**src/rtl/tlnu_pkg.sv**
```systemverilog
// Package for the tab-expanding line normalizer.
// Holds character codes, register indexes, field widths and reset values.
// No dependencies.
package tlnu_pkg;

  localparam int unsigned BYTE_W        = 8;
  localparam int unsigned TAB_SIZE_W    = 5;
  localparam int unsigned CFG_INDEX_W   = 4;
  localparam int unsigned CFG_DATA_W    = 8;

  localparam int unsigned COLUMN_BITS_DEF = 16;
  localparam int unsigned MAX_TAB_DEF     = 16;

  localparam logic [BYTE_W-1:0] CH_CR    = 8'h0D;
  localparam logic [BYTE_W-1:0] CH_LF    = 8'h0A;
  localparam logic [BYTE_W-1:0] CH_TAB   = 8'h09;
  localparam logic [BYTE_W-1:0] CH_SPACE = 8'h20;
  localparam logic [BYTE_W-1:0] CH_NUL   = 8'h00;

  localparam logic [TAB_SIZE_W-1:0] TAB_SIZE_RST = 5'd4;
  localparam logic [BYTE_W-1:0]     CELL_ATTR_RST = 8'd36;

  typedef enum logic [CFG_INDEX_W-1:0] {
    REG_TAB_SIZE  = 4'd0,
    REG_CELL_ATTR = 4'd1
  } cfg_reg_t;

endpackage

```
**src/rtl/tlnu_if.sv**
```systemverilog
// Channel interfaces of the tab-expanding line normalizer: byte input,
// cell output and configuration write channel.
// Depends on tlnu_pkg.
interface tlnu_in_if;
  logic                         valid;
  logic                         ready;
  logic [tlnu_pkg::BYTE_W-1:0]  data_byte;
  logic                         end_of_file;

  modport source (output valid, output data_byte, output end_of_file, input ready);
  modport sink   (input valid, input data_byte, input end_of_file, output ready);
endinterface

interface tlnu_out_if;
  logic                         valid;
  logic                         ready;
  logic [tlnu_pkg::BYTE_W-1:0]  char_code;
  logic [tlnu_pkg::BYTE_W-1:0]  attribute;
  logic                         is_cell;
  logic                         line_end;
  logic                         last_of_run;

  modport source (output valid, output char_code, output attribute, output is_cell,
                  output line_end, output last_of_run, input ready);
  modport sink   (input valid, input char_code, input attribute, input is_cell,
                  input line_end, input last_of_run, output ready);
endinterface

interface tlnu_cfg_if;
  logic                              valid;
  logic                              ready;
  logic [tlnu_pkg::CFG_INDEX_W-1:0]  index;
  logic [tlnu_pkg::CFG_DATA_W-1:0]   data;

  modport source (output valid, output index, output data, input ready);
  modport sink   (input valid, input index, input data, output ready);
endinterface

```
**src/rtl/tlnu_rem.sv**
```systemverilog
// Bit-serial restoring remainder unit: dividend mod divisor, one dividend
// bit per cycle. Used for the column position inside a tab stop.
// Depends on nothing outside this file.
module tlnu_rem #(
  parameter int unsigned DVD_BITS = 16,
  parameter int unsigned DVS_BITS = 5
) (
  input  logic                clk,
  input  logic                rst_n,
  input  logic                start,
  input  logic [DVD_BITS-1:0] dividend,
  input  logic [DVS_BITS-1:0] divisor,
  output logic                done,
  output logic [DVS_BITS-1:0] remainder
);

  localparam int unsigned CNT_W = $clog2(DVD_BITS + 1);

  logic [DVS_BITS:0]   rem_r, rem_nxt;
  logic [DVD_BITS-1:0] dvd_r, dvd_nxt;
  logic [DVS_BITS-1:0] dvs_r, dvs_nxt;
  logic [CNT_W-1:0]    cnt_r, cnt_nxt;
  logic                busy_r, busy_nxt;
  logic                done_r, done_nxt;
  logic [DVS_BITS:0]   shifted;

  always_comb begin
    rem_nxt  = rem_r;
    dvd_nxt  = dvd_r;
    dvs_nxt  = dvs_r;
    cnt_nxt  = cnt_r;
    busy_nxt = busy_r;
    done_nxt = 1'b0;
    shifted  = {rem_r[DVS_BITS-1:0], dvd_r[DVD_BITS-1]};
    if (start) begin
      rem_nxt  = '0;
      dvd_nxt  = dividend;
      dvs_nxt  = divisor;
      cnt_nxt  = CNT_W'(DVD_BITS);
      busy_nxt = 1'b1;
    end else if (busy_r) begin
      // subtract when the partial remainder covers the divisor
      if (shifted >= {1'b0, dvs_r}) begin
        rem_nxt = shifted - {1'b0, dvs_r};
      end else begin
        rem_nxt = shifted;
      end
      dvd_nxt = {dvd_r[DVD_BITS-2:0], 1'b0};
      cnt_nxt = cnt_r - 1'b1;
      if (cnt_r == CNT_W'(1)) begin
        busy_nxt = 1'b0;
        done_nxt = 1'b1;
      end
    end
  end

  always_ff @(posedge clk) begin
    if (!rst_n) begin
      busy_r <= 1'b0;
      done_r <= 1'b0;
      cnt_r  <= '0;
    end else begin
      busy_r <= busy_nxt;
      done_r <= done_nxt;
      cnt_r  <= cnt_nxt;
    end
    rem_r <= rem_nxt;
    dvd_r <= dvd_nxt;
    dvs_r <= dvs_nxt;
  end

  assign done      = done_r;
  assign remainder = rem_r[DVS_BITS-1:0];

endmodule

```
**src/rtl/tab_expanding_line_normalizer_unit.sv**
```systemverilog
// Tab-expanding line normalizer, top level. Depends on tlnu_pkg, tlnu_if, tlnu_rem.
// Results: a plain byte, CR, LF or end of file is registered and shown in the cycle after
// its transfer; a tab's fill spaces follow the serial remainder and the hand-off to S_FILL.
// Throughput: one item per cycle for those while the output is not stalled; a tab holds
// the input through transfer, serial remainder and hand-off, then while its spaces go out.
// Reset (rst_n low, synchronous): column and CR flag clear, output empty, tab 4, attr 36.
module tab_expanding_line_normalizer_unit #(
  parameter int unsigned COLUMN_BITS = tlnu_pkg::COLUMN_BITS_DEF,
  parameter int unsigned MAX_TAB     = tlnu_pkg::MAX_TAB_DEF
) (
  input  logic        clk,
  input  logic        rst_n,
  tlnu_in_if.sink     in_ch,
  tlnu_out_if.source  out_ch,
  tlnu_cfg_if.sink    cfg_ch
);

  // width of a tab count (1 .. MAX_TAB)
  localparam int unsigned TW  = $clog2(MAX_TAB + 1);
  // common width for comparing the tab register with MAX_TAB
  localparam int unsigned TSW = (TW > tlnu_pkg::TAB_SIZE_W) ? TW : tlnu_pkg::TAB_SIZE_W;

  typedef enum logic [1:0] {
    S_IDLE,
    S_DIV,
    S_FILL
  } state_t;

  state_t                          state_r, state_nxt;
  logic [COLUMN_BITS-1:0]          column_r, column_nxt;
  logic                            after_cr_r, after_cr_nxt;
  logic [TW-1:0]                   fill_cnt_r, fill_cnt_nxt;
  logic [tlnu_pkg::TAB_SIZE_W-1:0] tab_size_r;
  logic [tlnu_pkg::BYTE_W-1:0]     attr_r;

  logic                            out_valid_r, out_valid_nxt;
  logic [tlnu_pkg::BYTE_W-1:0]     out_char_r, out_char_nxt;
  logic [tlnu_pkg::BYTE_W-1:0]     out_attr_r, out_attr_nxt;
  logic                            out_cell_r, out_cell_nxt;
  logic                            out_lend_r, out_lend_nxt;
  logic                            out_last_r, out_last_nxt;

  logic                            out_free;
  logic                            in_xfer;
  logic                            cfg_xfer;
  logic                            div_start;
  logic                            div_done;
  logic [TW-1:0]                   div_rem;
  logic [TSW-1:0]                  ts_ext;
  logic [TW-1:0]                   tab_eff;
  logic [COLUMN_BITS-1:0]          column_inc;

  // output slot can take a new result this cycle
  assign out_free = !out_valid_r || out_ch.ready;
  assign in_ch.ready = (state_r == S_IDLE) && out_free;
  assign in_xfer  = in_ch.valid && in_ch.ready;
  assign cfg_ch.ready = 1'b1;
  assign cfg_xfer = cfg_ch.valid && cfg_ch.ready;

  // clamp tab size: zero acts as one, above MAX_TAB acts as MAX_TAB
  always_comb begin
    ts_ext = TSW'(tab_size_r);
    if (ts_ext == '0) begin
      tab_eff = TW'(1);
    end else if (ts_ext > TSW'(MAX_TAB)) begin
      tab_eff = TW'(MAX_TAB);
    end else begin
      tab_eff = ts_ext[TW-1:0];
    end
  end

  // saturating column advance by one
  assign column_inc = (column_r == '1) ? column_r : column_r + 1'b1;

  assign div_start = in_xfer && !in_ch.end_of_file && (in_ch.data_byte == tlnu_pkg::CH_TAB);

  tlnu_rem #(
    .DVD_BITS (COLUMN_BITS),
    .DVS_BITS (TW)
  ) u_rem (
    .clk       (clk),
    .rst_n     (rst_n),
    .start     (div_start),
    .dividend  (column_r),
    .divisor   (tab_eff),
    .done      (div_done),
    .remainder (div_rem)
  );

  always_comb begin
    state_nxt     = state_r;
    column_nxt    = column_r;
    after_cr_nxt  = after_cr_r;
    fill_cnt_nxt  = fill_cnt_r;
    out_valid_nxt = out_valid_r && !out_ch.ready;
    out_char_nxt  = out_char_r;
    out_attr_nxt  = out_attr_r;
    out_cell_nxt  = out_cell_r;
    out_lend_nxt  = out_lend_r;
    out_last_nxt  = out_last_r;

    case (state_r)
      S_IDLE: begin
        if (in_xfer) begin
          out_attr_nxt = attr_r;
          if (in_ch.end_of_file) begin
            // line-close marker
            out_valid_nxt = 1'b1;
            out_char_nxt  = tlnu_pkg::CH_NUL;
            out_cell_nxt  = 1'b0;
            out_lend_nxt  = 1'b1;
            out_last_nxt  = 1'b1;
            column_nxt    = '0;
            after_cr_nxt  = 1'b0;
          end else if (in_ch.data_byte == tlnu_pkg::CH_CR) begin
            out_valid_nxt = 1'b1;
            out_char_nxt  = tlnu_pkg::CH_LF;
            out_cell_nxt  = 1'b1;
            out_lend_nxt  = 1'b1;
            out_last_nxt  = 1'b1;
            column_nxt    = '0;
            after_cr_nxt  = 1'b1;
          end else if (in_ch.data_byte == tlnu_pkg::CH_LF) begin
            // LF right after CR is swallowed
            after_cr_nxt = 1'b0;
            if (!after_cr_r) begin
              out_valid_nxt = 1'b1;
              out_char_nxt  = tlnu_pkg::CH_LF;
              out_cell_nxt  = 1'b1;
              out_lend_nxt  = 1'b1;
              out_last_nxt  = 1'b1;
              column_nxt    = '0;
            end
          end else if (in_ch.data_byte == tlnu_pkg::CH_TAB) begin
            // remainder unit starts on this transfer
            after_cr_nxt = 1'b0;
            state_nxt    = S_DIV;
          end else begin
            out_valid_nxt = 1'b1;
            out_char_nxt  = in_ch.data_byte;
            out_cell_nxt  = 1'b1;
            out_lend_nxt  = 1'b0;
            out_last_nxt  = 1'b1;
            column_nxt    = column_inc;
            after_cr_nxt  = 1'b0;
          end
        end
      end
      S_DIV: begin
        // fill count is the distance to the next tab stop
        if (div_done) begin
          fill_cnt_nxt = tab_eff - div_rem;
          state_nxt    = S_FILL;
        end
      end
      S_FILL: begin
        // one space per cycle while the output slot is free
        if (out_free) begin
          out_valid_nxt = 1'b1;
          out_char_nxt  = tlnu_pkg::CH_SPACE;
          out_attr_nxt  = attr_r;
          out_cell_nxt  = 1'b1;
          out_lend_nxt  = 1'b0;
          out_last_nxt  = (fill_cnt_r == TW'(1));
          column_nxt    = column_inc;
          fill_cnt_nxt  = fill_cnt_r - 1'b1;
          if (fill_cnt_r == TW'(1)) begin
            state_nxt = S_IDLE;
          end
        end
      end
      default: begin
        state_nxt = S_IDLE;
      end
    endcase
  end

  always_ff @(posedge clk) begin
    if (!rst_n) begin
      state_r     <= S_IDLE;
      column_r    <= '0;
      after_cr_r  <= 1'b0;
      fill_cnt_r  <= '0;
      out_valid_r <= 1'b0;
      tab_size_r  <= tlnu_pkg::TAB_SIZE_RST;
      attr_r      <= tlnu_pkg::CELL_ATTR_RST;
    end else begin
      state_r     <= state_nxt;
      column_r    <= column_nxt;
      after_cr_r  <= after_cr_nxt;
      fill_cnt_r  <= fill_cnt_nxt;
      out_valid_r <= out_valid_nxt;
      // register writes; unknown indexes are dropped
      if (cfg_xfer) begin
        case (cfg_ch.index)
          tlnu_pkg::REG_TAB_SIZE:  tab_size_r <= cfg_ch.data[tlnu_pkg::TAB_SIZE_W-1:0];
          tlnu_pkg::REG_CELL_ATTR: attr_r     <= cfg_ch.data;
          default: ;
        endcase
      end
    end
    out_char_r <= out_char_nxt;
    out_attr_r <= out_attr_nxt;
    out_cell_r <= out_cell_nxt;
    out_lend_r <= out_lend_nxt;
    out_last_r <= out_last_nxt;
  end

  assign out_ch.valid       = out_valid_r;
  assign out_ch.char_code   = out_char_r;
  assign out_ch.attribute   = out_attr_r;
  assign out_ch.is_cell     = out_cell_r;
  assign out_ch.line_end    = out_lend_r;
  assign out_ch.last_of_run = out_last_r;

endmodule

```
**src/flat_wrapper.sv**
```systemverilog
// flat-port wrapper written by rule: the top's interface ports become plain ports
module tab_expanding_line_normalizer_unit_flat 
#(
  parameter int unsigned COLUMN_BITS = tlnu_pkg::COLUMN_BITS_DEF,
  parameter int unsigned MAX_TAB     = tlnu_pkg::MAX_TAB_DEF
)
  (clk, rst_n, in_ch_valid, in_ch_data_byte, in_ch_end_of_file, in_ch_ready, out_ch_valid, out_ch_char_code, out_ch_attribute, out_ch_is_cell, out_ch_line_end, out_ch_last_of_run, out_ch_ready, cfg_ch_valid, cfg_ch_index, cfg_ch_data, cfg_ch_ready);
  tlnu_in_if in_ch_i ();
  tlnu_out_if out_ch_i ();
  tlnu_cfg_if cfg_ch_i ();
  input  logic clk;
  input  logic rst_n;
  input wire logic [$bits(in_ch_i.valid)-1:0] in_ch_valid;
  input wire logic [$bits(in_ch_i.data_byte)-1:0] in_ch_data_byte;
  input wire logic [$bits(in_ch_i.end_of_file)-1:0] in_ch_end_of_file;
  output wire logic [$bits(in_ch_i.ready)-1:0] in_ch_ready;
  output wire logic [$bits(out_ch_i.valid)-1:0] out_ch_valid;
  output wire logic [$bits(out_ch_i.char_code)-1:0] out_ch_char_code;
  output wire logic [$bits(out_ch_i.attribute)-1:0] out_ch_attribute;
  output wire logic [$bits(out_ch_i.is_cell)-1:0] out_ch_is_cell;
  output wire logic [$bits(out_ch_i.line_end)-1:0] out_ch_line_end;
  output wire logic [$bits(out_ch_i.last_of_run)-1:0] out_ch_last_of_run;
  input wire logic [$bits(out_ch_i.ready)-1:0] out_ch_ready;
  input wire logic [$bits(cfg_ch_i.valid)-1:0] cfg_ch_valid;
  input wire logic [$bits(cfg_ch_i.index)-1:0] cfg_ch_index;
  input wire logic [$bits(cfg_ch_i.data)-1:0] cfg_ch_data;
  output wire logic [$bits(cfg_ch_i.ready)-1:0] cfg_ch_ready;
  assign in_ch_i.valid = in_ch_valid;
  assign in_ch_i.data_byte = in_ch_data_byte;
  assign in_ch_i.end_of_file = in_ch_end_of_file;
  assign in_ch_ready = in_ch_i.ready;
  assign out_ch_valid = out_ch_i.valid;
  assign out_ch_char_code = out_ch_i.char_code;
  assign out_ch_attribute = out_ch_i.attribute;
  assign out_ch_is_cell = out_ch_i.is_cell;
  assign out_ch_line_end = out_ch_i.line_end;
  assign out_ch_last_of_run = out_ch_i.last_of_run;
  assign out_ch_i.ready = out_ch_ready;
  assign cfg_ch_i.valid = cfg_ch_valid;
  assign cfg_ch_i.index = cfg_ch_index;
  assign cfg_ch_i.data = cfg_ch_data;
  assign cfg_ch_ready = cfg_ch_i.ready;
  tab_expanding_line_normalizer_unit #(.COLUMN_BITS(COLUMN_BITS), .MAX_TAB(MAX_TAB)) u_core (.clk(clk), .rst_n(rst_n), .in_ch(in_ch_i), .out_ch(out_ch_i), .cfg_ch(cfg_ch_i));
endmodule
```
**config.mk**
```make
export PLATFORM = sky130hd
export DESIGN_NAME = tab_expanding_line_normalizer_unit_flat
export DESIGN_NICKNAME = d
export VERILOG_FILES = /design/src/rtl/tlnu_pkg.sv /design/src/rtl/tlnu_if.sv /design/src/rtl/tlnu_rem.sv /design/src/rtl/tab_expanding_line_normalizer_unit.sv /design/src/flat_wrapper.sv
export SDC_FILE = /design/constraint.sdc
export NUM_CORES = 1
export LEC_CHECK = 0
export BUFFER_PORTS_ARGS = -buffer_cell sky130_fd_sc_hd__buf_2
export CAP_MARGIN = 20
export CORE_ASPECT_RATIO = 0.7
export CORE_MARGIN = 10
export CORE_UTILIZATION = 50
export CTS_BUF_LIST = sky130_fd_sc_hd__clkbuf_4
export DETAILED_ROUTE_END_ITERATION = 16
export PLACE_DENSITY = 0.81
export RECOVER_POWER = 100
export SYNTH_ARGS = -nofsm -noshare
export SYNTH_HDL_FRONTEND = slang
export SYNTH_HIERARCHICAL = 1
export SYNTH_SLANG_ARGS = --single-unit
```
**constraint.sdc**
```tcl
create_clock -name clk -period 7.9 [get_ports clk]
set_clock_uncertainty 0.1 [all_clocks]
set_input_delay 1.185 -clock clk [delete_from_list [all_inputs] [get_ports clk]]
set_output_delay 1.185 -clock clk [all_outputs]
set_load 0.005 [all_outputs]
```
==> impl_metrics.csv, run 1 <==
group,metric,value,unit
setup_path,crit_chain,"buf_2 -> or3b_1 -> or3_1 -> o31ai_1 -> inv_4 -> a21o_1 -> a21oi_1",
synth,synth_top_family_by_area,"simple AND/OR/NAND/NOR gates",
floorplanning,dieArea,13100,sq um
timing,worstMarginPinSlew,2.74,ns
pwr,vdd.ir_drop.worst,0.0645,mV
cells_and_area,final_common_cell,"dfxtp_1",
setup_path,arrival,5.30,ns
timing,relSlewSlack,-0.839,
setup_path,cp-start-kind,"primary input",
cells_and_area,drive_above_1_share,0.163,
synth,ys.flop_type,"dfxtp_1",
routing,routedWlPerCell,15.8,um
synth,synth_cells,415,
cells_and_area,multiInputGateArea,1990,sq um
timing,hold_viol,0,
grt,grt-ovfl-total,0,
setup_path,r2r-end,"u_core/column_r[10]",
synth,synth.net_count,457,
setup_path,r2r-start,"u_core/state_r[1]",
pwr,power.leakage,1.76,nW
floorplanning,fp.dieW,133,um
grt,grt_pass1_vias,3114,
pwr,p_per_area,172,nW/um^2
setup_path,cp.buffers_inverters,2,
hold_path,hp-class,"reg2reg",
clock_tree,clk_pin_slew,0.14,ns
setup_path,critPathMaxStageDelay,2.13,ns
setup_path,critPathKind,"in2reg",
grt,antenna_found_initial,0,
clock_tree,clock_latency,0.45,ns
synth,synth-seq-cells,90,
routing,vias,3271,
run,drv_cap,1,
clock_tree,cts_setup_buffers,0,
timing,setup_viol,0,
timing,rsz0062_at_grt,"no",
synth,async_flop_share,0,
pwr,internal_power,0.618,mW
synth,yosys.area.top_type,"edfxtp_1",
synth,ys_types,63,
cells_and_area,finalNetCount,497,
hold_path,worstHoldPathCells,0,
timing,finalMaxSlewViolations,27,
floorplanning,start_util,0.521,
setup_path,end_kind,"flop",
routing,drtPass1Iterations,4,
placement,io_buffers,46,
cells_and_area,fillerInstances,774,
grt,grt_usage,0.140,
synth,muxShareOfSynthArea,0.0716,
cells_and_area,areaGrowthSynthToFinish,8.01,%
synth,syn_area,4450,sq um
placement,globalplace.congestion,0.815,
floorplanning,die_y,99.0,um
setup_path,cp_top_family,"compound AO/OA/AOI/OAI gates",
cells_and_area,antenna_cells,0,
routing,first_iter_violations,308,
clock_tree,cts-hold-fix-buffers,0,
timing,setup_tns,0,ns
pwr,switching_share,0.251,
synth,synth_seq_area_share,0.495,
hold_path,min_to,"u_core/out_ch.attribute[7]",
setup_path,cp_max_fo,26,
floorplanning,rows,28,
placement,place_hpwl,6620,um
floorplanning,ios,48,
setup_path,rr_worst_depth,6,
clock_tree,htreeDepth,3,
synth,synth-xor-area-share,0.0197,
pwr,p_total,0.826,mW
synth,synth_compound_area_frac,0.133,
floorplanning,core,8550,sq um
synth,synth_edf_count,40,
synth,ys_warn_count,6,
routing,finalWirelength,9170,um
clock_tree,cts-root-buf,"clkbuf_4",
grt,grt_pass1_wl,15300,um
timing,period_minus_slack,5.02,ns
setup_path,critPathSlowestCell,"o31ai_1",
setup_path,r2r_setup_slack,3.76,ns
run_status,violations,"capacitance limit, slew limit",
routing,detail_route.vias_per_cell,5.64,
synth,synth_area_leaders,"edfxtp_1 (27%), dfxtp_1 (22%), ha_1 (3.9%)",
setup_path,worstPathRequired,8.18,ns
cells_and_area,layout_common_cells,"dfxtp_1 (50), edfxtp_1 (40), buf_2 (27), inv_1 (27), nand2_1 (22)",
hold_path,min_from,"u_core/attr_r[7]",
routing,drc,0,
clock_tree,cts_buffer_depth,2,
clock_tree,ctsResizeCount,0,
timing,fmax,0.199,GHz
placement,placed_area,4750,sq um
pwr,clockPowerShare,0.327,
grt,grt_start_max_net_pins,31,
clock_tree,cts_tree,"done",
synth,synthSimpleGateAreaFrac,0.185,
synth,syn_avg_cell_area,10.7,sq um
clock_tree,cts_buffers,9,
synth,synth_fa_ha_area_frac,0.0483,
run_status,outcome,"finished, violations left",
clock_tree,cts.sinks,90,
timing,fin_crit_sh,0.635,
pwr,seqPwrFrac,0.604,
cells_and_area,fin_area,4810,sq um
synth,synth_top_area_share,0.270,
cells_and_area,regArea,2200,sq um
pwr,power_switching,0.208,mW
routing,final_antenna_net_count,0,
pwr,combPwrFrac,0.069,
-- layout make-up --
type / count / area share
Clock inverter: 7 / 0.0174
Multi-Input combinational cell: 279 / 0.413
Clock buffer: 9 / 0.0140
Sequential cell: 90 / 0.458
Timing Repair Buffer: 47 / 0.0437
Inverter: 28 / 0.0224
Tap cell: 120 / 0.0312
-- synthesized netlist by cell type (all sizes together) (3+ instances only) --
cell type and instances:
edfxtp 40, a32oi 3, inv 28, mux2 15, o221a 4, or4 9
nand4 5, xor2 5, nor3 14, o21a 3, and2 8, clkbuf 9
nor2 19, ha 14, a31oi 4, nand3b 4, a211oi 3, xnor2 5
mux2i 15, o31ai 9, nor4 5, nand2b 6, a21o 4, or3 3
a21oi 22, buf 9, nand3 13, and3 6, o21ai 14, nand2 22
nor2b 19, dfxtp 50
-- cell families after synthesis --
family	count (synthesis)
DFF	90
other	1
AOI/OAI and AO/OA	78
muxes	30
and+or+nand+nor	144
buffers and inverters	46
adders and majority gates	16
xor gates and xnor gates	10
-- through the flow --
stage	util	hold WS, ns	std cells	setup WS (ns)
finish	0.563	0.352	580	2.88
global route	0.563	0.362	580	2.59
CTS	0.573	0.350	580	4.42
detailed placement	0.555	0.316	564	3.93
global placement	0.555	0.313	564	4.06
floorplan	-	0.308	415	3.68
-- routing by layer --
| metal | part of all wire | track usage | up-vias |
|---|---|---|---|
| met5 | 0 | 0 | - |
| met2 | 0.48 | 0.232 | 74 |
| met1 | 0.45 | 0.172 | 1579 |
| met3 | 0.054 | 0.0456 | 11 |
| met4 | 0.0080 | 0.0337 | 0 |
| li1 | - | - | 1607 |
-- sequential cells by signal, summed over array words and instances (netlist names), 2 cells and up --
name                     cells
u_core/u_rem/dvd_r          16
u_core/out_ch.attribute      8
u_core/attr_r                8
u_core/state_r               2
u_core/tab_size_r            5
u_core/fill_cnt_r            5
u_core/u_rem/dvs_r           5
u_core/u_rem/rem_r           5
u_core/column_r             16
u_core/out_ch.char_code      8
u_core/u_rem/cnt_r           5
-- power by group through the flow --
stage | clock network [mW] | logic (mW) | registers, mW
detailed placement | 0 | 0.0601 | 0.509
CTS | 0.278 | 0.0605 | 0.499
global route | 0.294 | 0.0635 | 0.500
floorplan | 0 | 0.0386 | 0.508
global placement | 0 | 0.0574 | 0.509
finish | 0.270 | 0.0568 | 0.499
-- worst max path at each step --
| stage | slack, ns | end | depth (start not counted) | startpoint |
|---|---|---|---|---|
| 5_1_grt | 2.59 | u_core/column_r[1] | 7 | in_ch_data_byte[4] |
| 6_report | 2.88 | u_core/column_r[10] | 7 | in_ch_data_byte[4] |
| 3_5_place_dp | 3.93 | u_core/column_r[3] | 7 | in_ch_data_byte[4] |
| 4_1_cts | 4.42 | u_core/column_r[3] | 7 | in_ch_data_byte[4] |
| 3_3_place_gp | 4.06 | u_core/column_r[3] | 7 | in_ch_data_byte[4] |
| 2_1_floorplan | 3.68 | u_core/u_rem/dvd_r[0] | 6 | in_ch_data_byte[4] |
(Power assumes the default switching activity.)
==> run 2, diff against run 1 <==
clock period = 4.7 ns   (was 7.9 ns; I/O delays follow)
==> impl_metrics.csv, run 2 (synthesis gave the netlist of run 1 again) <==
group,metric,value,unit
run_status,outcome,"finished, violations left",
run_status,violations,"capacitance limit, slew limit",
pwr,vdd.ir_drop.worst,0.125,mV
clock_tree,cts_buffers,9,
clock_tree,cts-root-buf,"clkbuf_4",
clock_tree,ctsResizeCount,0,
grt,grt-ovfl-total,0,
run,drv_cap,2,
timing,timing.final.ws_setup,0.974,ns
cells_and_area,final_util,0.562,
grt,grt_pass1_vias,3301,
cells_and_area,reg_top3,"u_core/column_r: 16 flops, u_core/u_rem/dvd_r: 16 flops",
floorplanning,start_util,0.521,
hold_path,hp-class,"reg2reg",
cells_and_area,fin_area,4810,sq um
cells_and_area,finalNetCount,497,
pwr,p_total,1.36,mW
setup_path,cp-start-kind,"primary input",
pwr,power.leakage,1.75,nW
cells_and_area,fillerInstances,753,
clock_tree,clk_pin_slew,0.14,ns
setup_path,worstPathRequired,4.68,ns
routing,first_iter_violations,307,
clock_tree,htreeDepth,3,
timing,hold_viol,0,
clock_tree,cts.sinks,90,
routing,drc,0,
placement,pre_cts_ws,1.13,ns
placement,globalplace.congestion,0.823,
timing,setup_viol,0,
cells_and_area,layout_common_cells,"dfxtp_1 (50), edfxtp_1 (40), inv_1 (27)",
grt,grt_pass1_wl,15700,um
clock_tree,cts_tree,"done",
timing,setup_tns,0,ns
timing,fin_crit_sh,0.793,
routing,final_antenna_net_count,0,
placement,io_buffers,46,
setup_path,arrival,3.71,ns
pwr,p_per_area,282,nW/um^2
cells_and_area,antenna_cells,0,
cells_and_area,areaGrowthSynthToFinish,7.95,%
cells_and_area,drive_above_1_share,0.161,
grt,grt_usage,0.143,
floorplanning,core,8550,sq um
floorplanning,rows,28,
cells_and_area,final_common_cell,"dfxtp_1",
timing,relSlewSlack,-0.0742,
grt,grt_start_max_net_pins,31,
timing,fmax,0.268,GHz
floorplanning,fp.dieW,133,um
timing,worstMarginPinSlew,1.60,ns
floorplanning,die_y,99.0,um
grt,antenna_found_initial,0,
routing,detail_route.vias_per_cell,5.65,
placement,place_hpwl,6800,um
timing,finalMaxSlewViolations,27,
routing,drtPass1Iterations,5,
clock_tree,cts_setup_buffers,0,
clock_tree,cts-hold-fix-buffers,0,
floorplanning,dieArea,13100,sq um
floorplanning,ios,48,
placement,placed_area,4750,sq um
setup_path,critPathKind,"in2reg",
clock_tree,clock_latency,0.44,ns
routing,routedWlPerCell,15.9,um
routing,vias,3279,
timing,rsz0062_at_grt,"no",
setup_path,end_kind,"flop",
setup_path,cp_max_fo,16,
clock_tree,cts_buffer_depth,2,
routing,finalWirelength,9210,um
timing,period_minus_slack,3.73,ns
-- run 2: power breakdown --
group          switching [mW]  internal, mW  total, mW
Combinational          0.0574        0.0380     0.0954
Sequential            0.00916         0.829      0.838
Clock                   0.261         0.161      0.422
-- run 2: stage by stage --
step / cells / hold slack, ns
6_report: 580 / 0.351
5_1_grt: 580 / 0.364
4_1_cts: 580 / 0.352
3_5_place_dp: 564 / 0.321
3_3_place_gp: 564 / 0.311
2_1_floorplan: 415 / 0.308
-- run 2: final cells by class --
type                       count  area, sq um  share of cell area
clock inverter                 7         68.8              0.0143
sequential                    90         2200               0.458
multi-input combinational    279         2000               0.416
tap                          120          150              0.0312
inverter                      28          108              0.0224
timing repair buffer          47          209              0.0435
clock buffer                   9         67.6              0.0141
-- run 2: path summary, 6_finish.rpt --
path                       from                    endpoint  slack, ns  cells past startpoint
max          in_ch_data_byte[4]       u_core/u_rem/dvd_r[5]       0.97                      6
min            u_core/attr_r[2]  u_core/out_ch.attribute[2]       0.35                      0
max reg2reg   u_core/state_r[1]       u_core/u_rem/dvd_r[5]       1.46                      5
min reg2reg    u_core/attr_r[2]  u_core/out_ch.attribute[2]       0.35                      0
-- run 2: critical path, cell delays in order --
cell and delay [ns]:
clkbuf_1 0.09, or3b_1 0.43, nor4_1 0.41, nor4b_1 1.22, nor2_1 0.28, inv_1 0.58
-- run 2: routing by layer --
metal	wire, um	global-route usage	vias to the layer above
met3	528	0.0482	18
met5	0	0	-
li1	-	-	1600
met4	126	0.0455	0
met2	4360	0.234	91
met1	4200	0.174	1570
==> run 3, diff against run 2 <==
clock period = 3.8 ns   (was 4.7 ns; I/O delays follow)
==> impl_metrics.csv, run 3 (synthesis gave the netlist of run 1 again) <==
group,metric,value,unit
run_status,outcome,"completed",
setup_path,r2r-start,"u_core/state_r[1]",
timing,fmax,0.364,GHz
clock_tree,cts_tree,"done",
cells_and_area,fillerInstances,742,
setup_path,cp-start-kind,"flop",
pwr,p_per_area,361,nW/um^2
grt,grt_usage,0.139,
setup_path,rr_worst_depth,7,
floorplanning,dieArea,13100,sq um
placement,pre_cts_ws,0.879,ns
hold_path,worstHoldPathCells,3,
clock_tree,cts.sinks,90,
clock_tree,cts-hold-fix-buffers,0,
cells_and_area,finalNetCount,500,
placement,place_hpwl,6770,um
timing,setup_viol,0,
floorplanning,start_util,0.521,
setup_path,cp_max_fo,25,
timing,setup_tns,0,ns
cells_and_area,antenna_cells,0,
routing,first_iter_violations,243,
setup_path,end_kind,"flop",
grt,grt_pass1_wl,15200,um
timing,hold_viol,0,
clock_tree,cts_buffers,9,
clock_tree,cts_setup_buffers,0,
routing,drc,0,
pwr,power.leakage,1.77,nW
floorplanning,die_y,99.0,um
clock_tree,cts-root-buf,"clkbuf_4",
floorplanning,ios,48,
routing,detail_route.vias_per_cell,5.65,
grt,grt_start_max_net_pins,31,
pwr,p_total,1.74,mW
cells_and_area,final_util,0.565,
timing,relSlewSlack,0.144,
setup_path,r2r-end,"u_core/column_r[8]",
hold_path,min_to,"u_core/attr_r[5]",
cells_and_area,areaGrowthSynthToFinish,8.37,%
timing,rsz0062_at_grt,"no",
timing,hold_slack,0.258,ns
placement,io_buffers,46,
timing,worstMarginPinSlew,1.27,ns
timing,period_minus_slack,2.75,ns
cells_and_area,final_common_cell,"dfxtp_1",
routing,drtPass1Iterations,4,
floorplanning,rows,28,
clock_tree,htreeDepth,3,
routing,final_antenna_net_count,0,
placement,globalplace.congestion,0.815,
grt,antenna_found_initial,0,
clock_tree,cts_buffer_depth,2,
setup_path,critPathKind,"reg2reg",
setup_path,r2r_setup_slack,1.05,ns
clock_tree,clock_latency,0.43,ns
routing,finalWirelength,9250,um
setup_path,arrival,3.02,ns
grt,grt_pass1_vias,3158,
hold_path,hp-class,"in2reg",
clock_tree,clk_pin_slew,0.14,ns
hold_path,min_from,"cfg_ch_data[5]",
timing,fin_crit_sh,0.723,
cells_and_area,layout_common_cells,"dfxtp_1 (50), edfxtp_1 (40), inv_1 (27)",
clock_tree,ctsResizeCount,0,
setup_path,worstPathRequired,4.07,ns
run,drv_cap,0,
cells_and_area,drive_above_1_share,0.160,
cells_and_area,reg_top3,"u_core/column_r: 16 flops, u_core/u_rem/dvd_r: 16 flops",
timing,timing.final.ws_setup,1.05,ns
timing,finalMaxSlewViolations,0,
routing,vias,3296,
pwr,vdd.ir_drop.worst,0.190,mV
floorplanning,core,8550,sq um
floorplanning,fp.dieW,133,um
routing,routedWlPerCell,15.9,um
grt,grt-ovfl-total,0,
## run 3: critical path, cell delays in order (launching register included)
cell and delay [ns]:
dfxtp_1 0.51, nor2_1 0.10, nor3_1 0.24, clkbuf_1 0.52, o31ai_1 0.26, buf_4 0.28
or4_1 0.55, a21oi_2 0.14
## run 3: cell type report
| type | instances | area, sq um | area share |
|---|---|---|---|
| clock buffer | 9 | 67.6 | 0.0140 |
| sequential | 90 | 2200 | 0.456 |
| timing repair buffer | 50 | 228 | 0.0472 |
| clock inverter | 7 | 92.6 | 0.0192 |
| multi-input combinational | 279 | 1980 | 0.410 |
| inverter | 28 | 108 | 0.0223 |
| tap | 120 | 150 | 0.0311 |
## run 3: worst max-delay path by stage
stage / end / slack (ns) / startpoint / cells past startpoint
3_3_place_gp: u_core/u_rem/dvd_r[2] / 0.92 / in_ch_data_byte[4] / 6
5_1_grt: u_core/u_rem/rem_r[1] / 0.79 / u_core/u_rem/dvd_r[15] / 8
6_report: u_core/column_r[8] / 1.05 / u_core/state_r[1] / 7
2_1_floorplan: u_core/u_rem/dvd_r[0] / 0.19 / in_ch_data_byte[4] / 6
3_5_place_dp: u_core/u_rem/dvd_r[1] / 0.88 / in_ch_data_byte[4] / 6
4_1_cts: u_core/column_r[7] / 1.34 / u_core/column_r[0] / 6
## run 3: per-stage QoR
stage | cells | area (sq um)
final | 583 | 4830
after floorplan | 415 | 4450
after CTS | 583 | 4930
after detailed placement | 567 | 4770
after global routing | 583 | 4830
after global placement | 567 | 4770
## run 3: layer usage
layer / global-route usage / wire length [um]
met5: 0 / 0
met4: 0.0396 / 96
met3: 0.0431 / 502
met2: 0.225 / 4490
met1: 0.175 / 4170
## run 3: power by group
group	total (mW)	leakage, nW	switching [mW]	internal (mW)
registers	1.04	0.782	0.0109	1.03
logic	0.117	0.904	0.0698	0.0473
clock network	0.587	0.0800	0.322	0.266
total	1.74	1.77	0.402	1.34
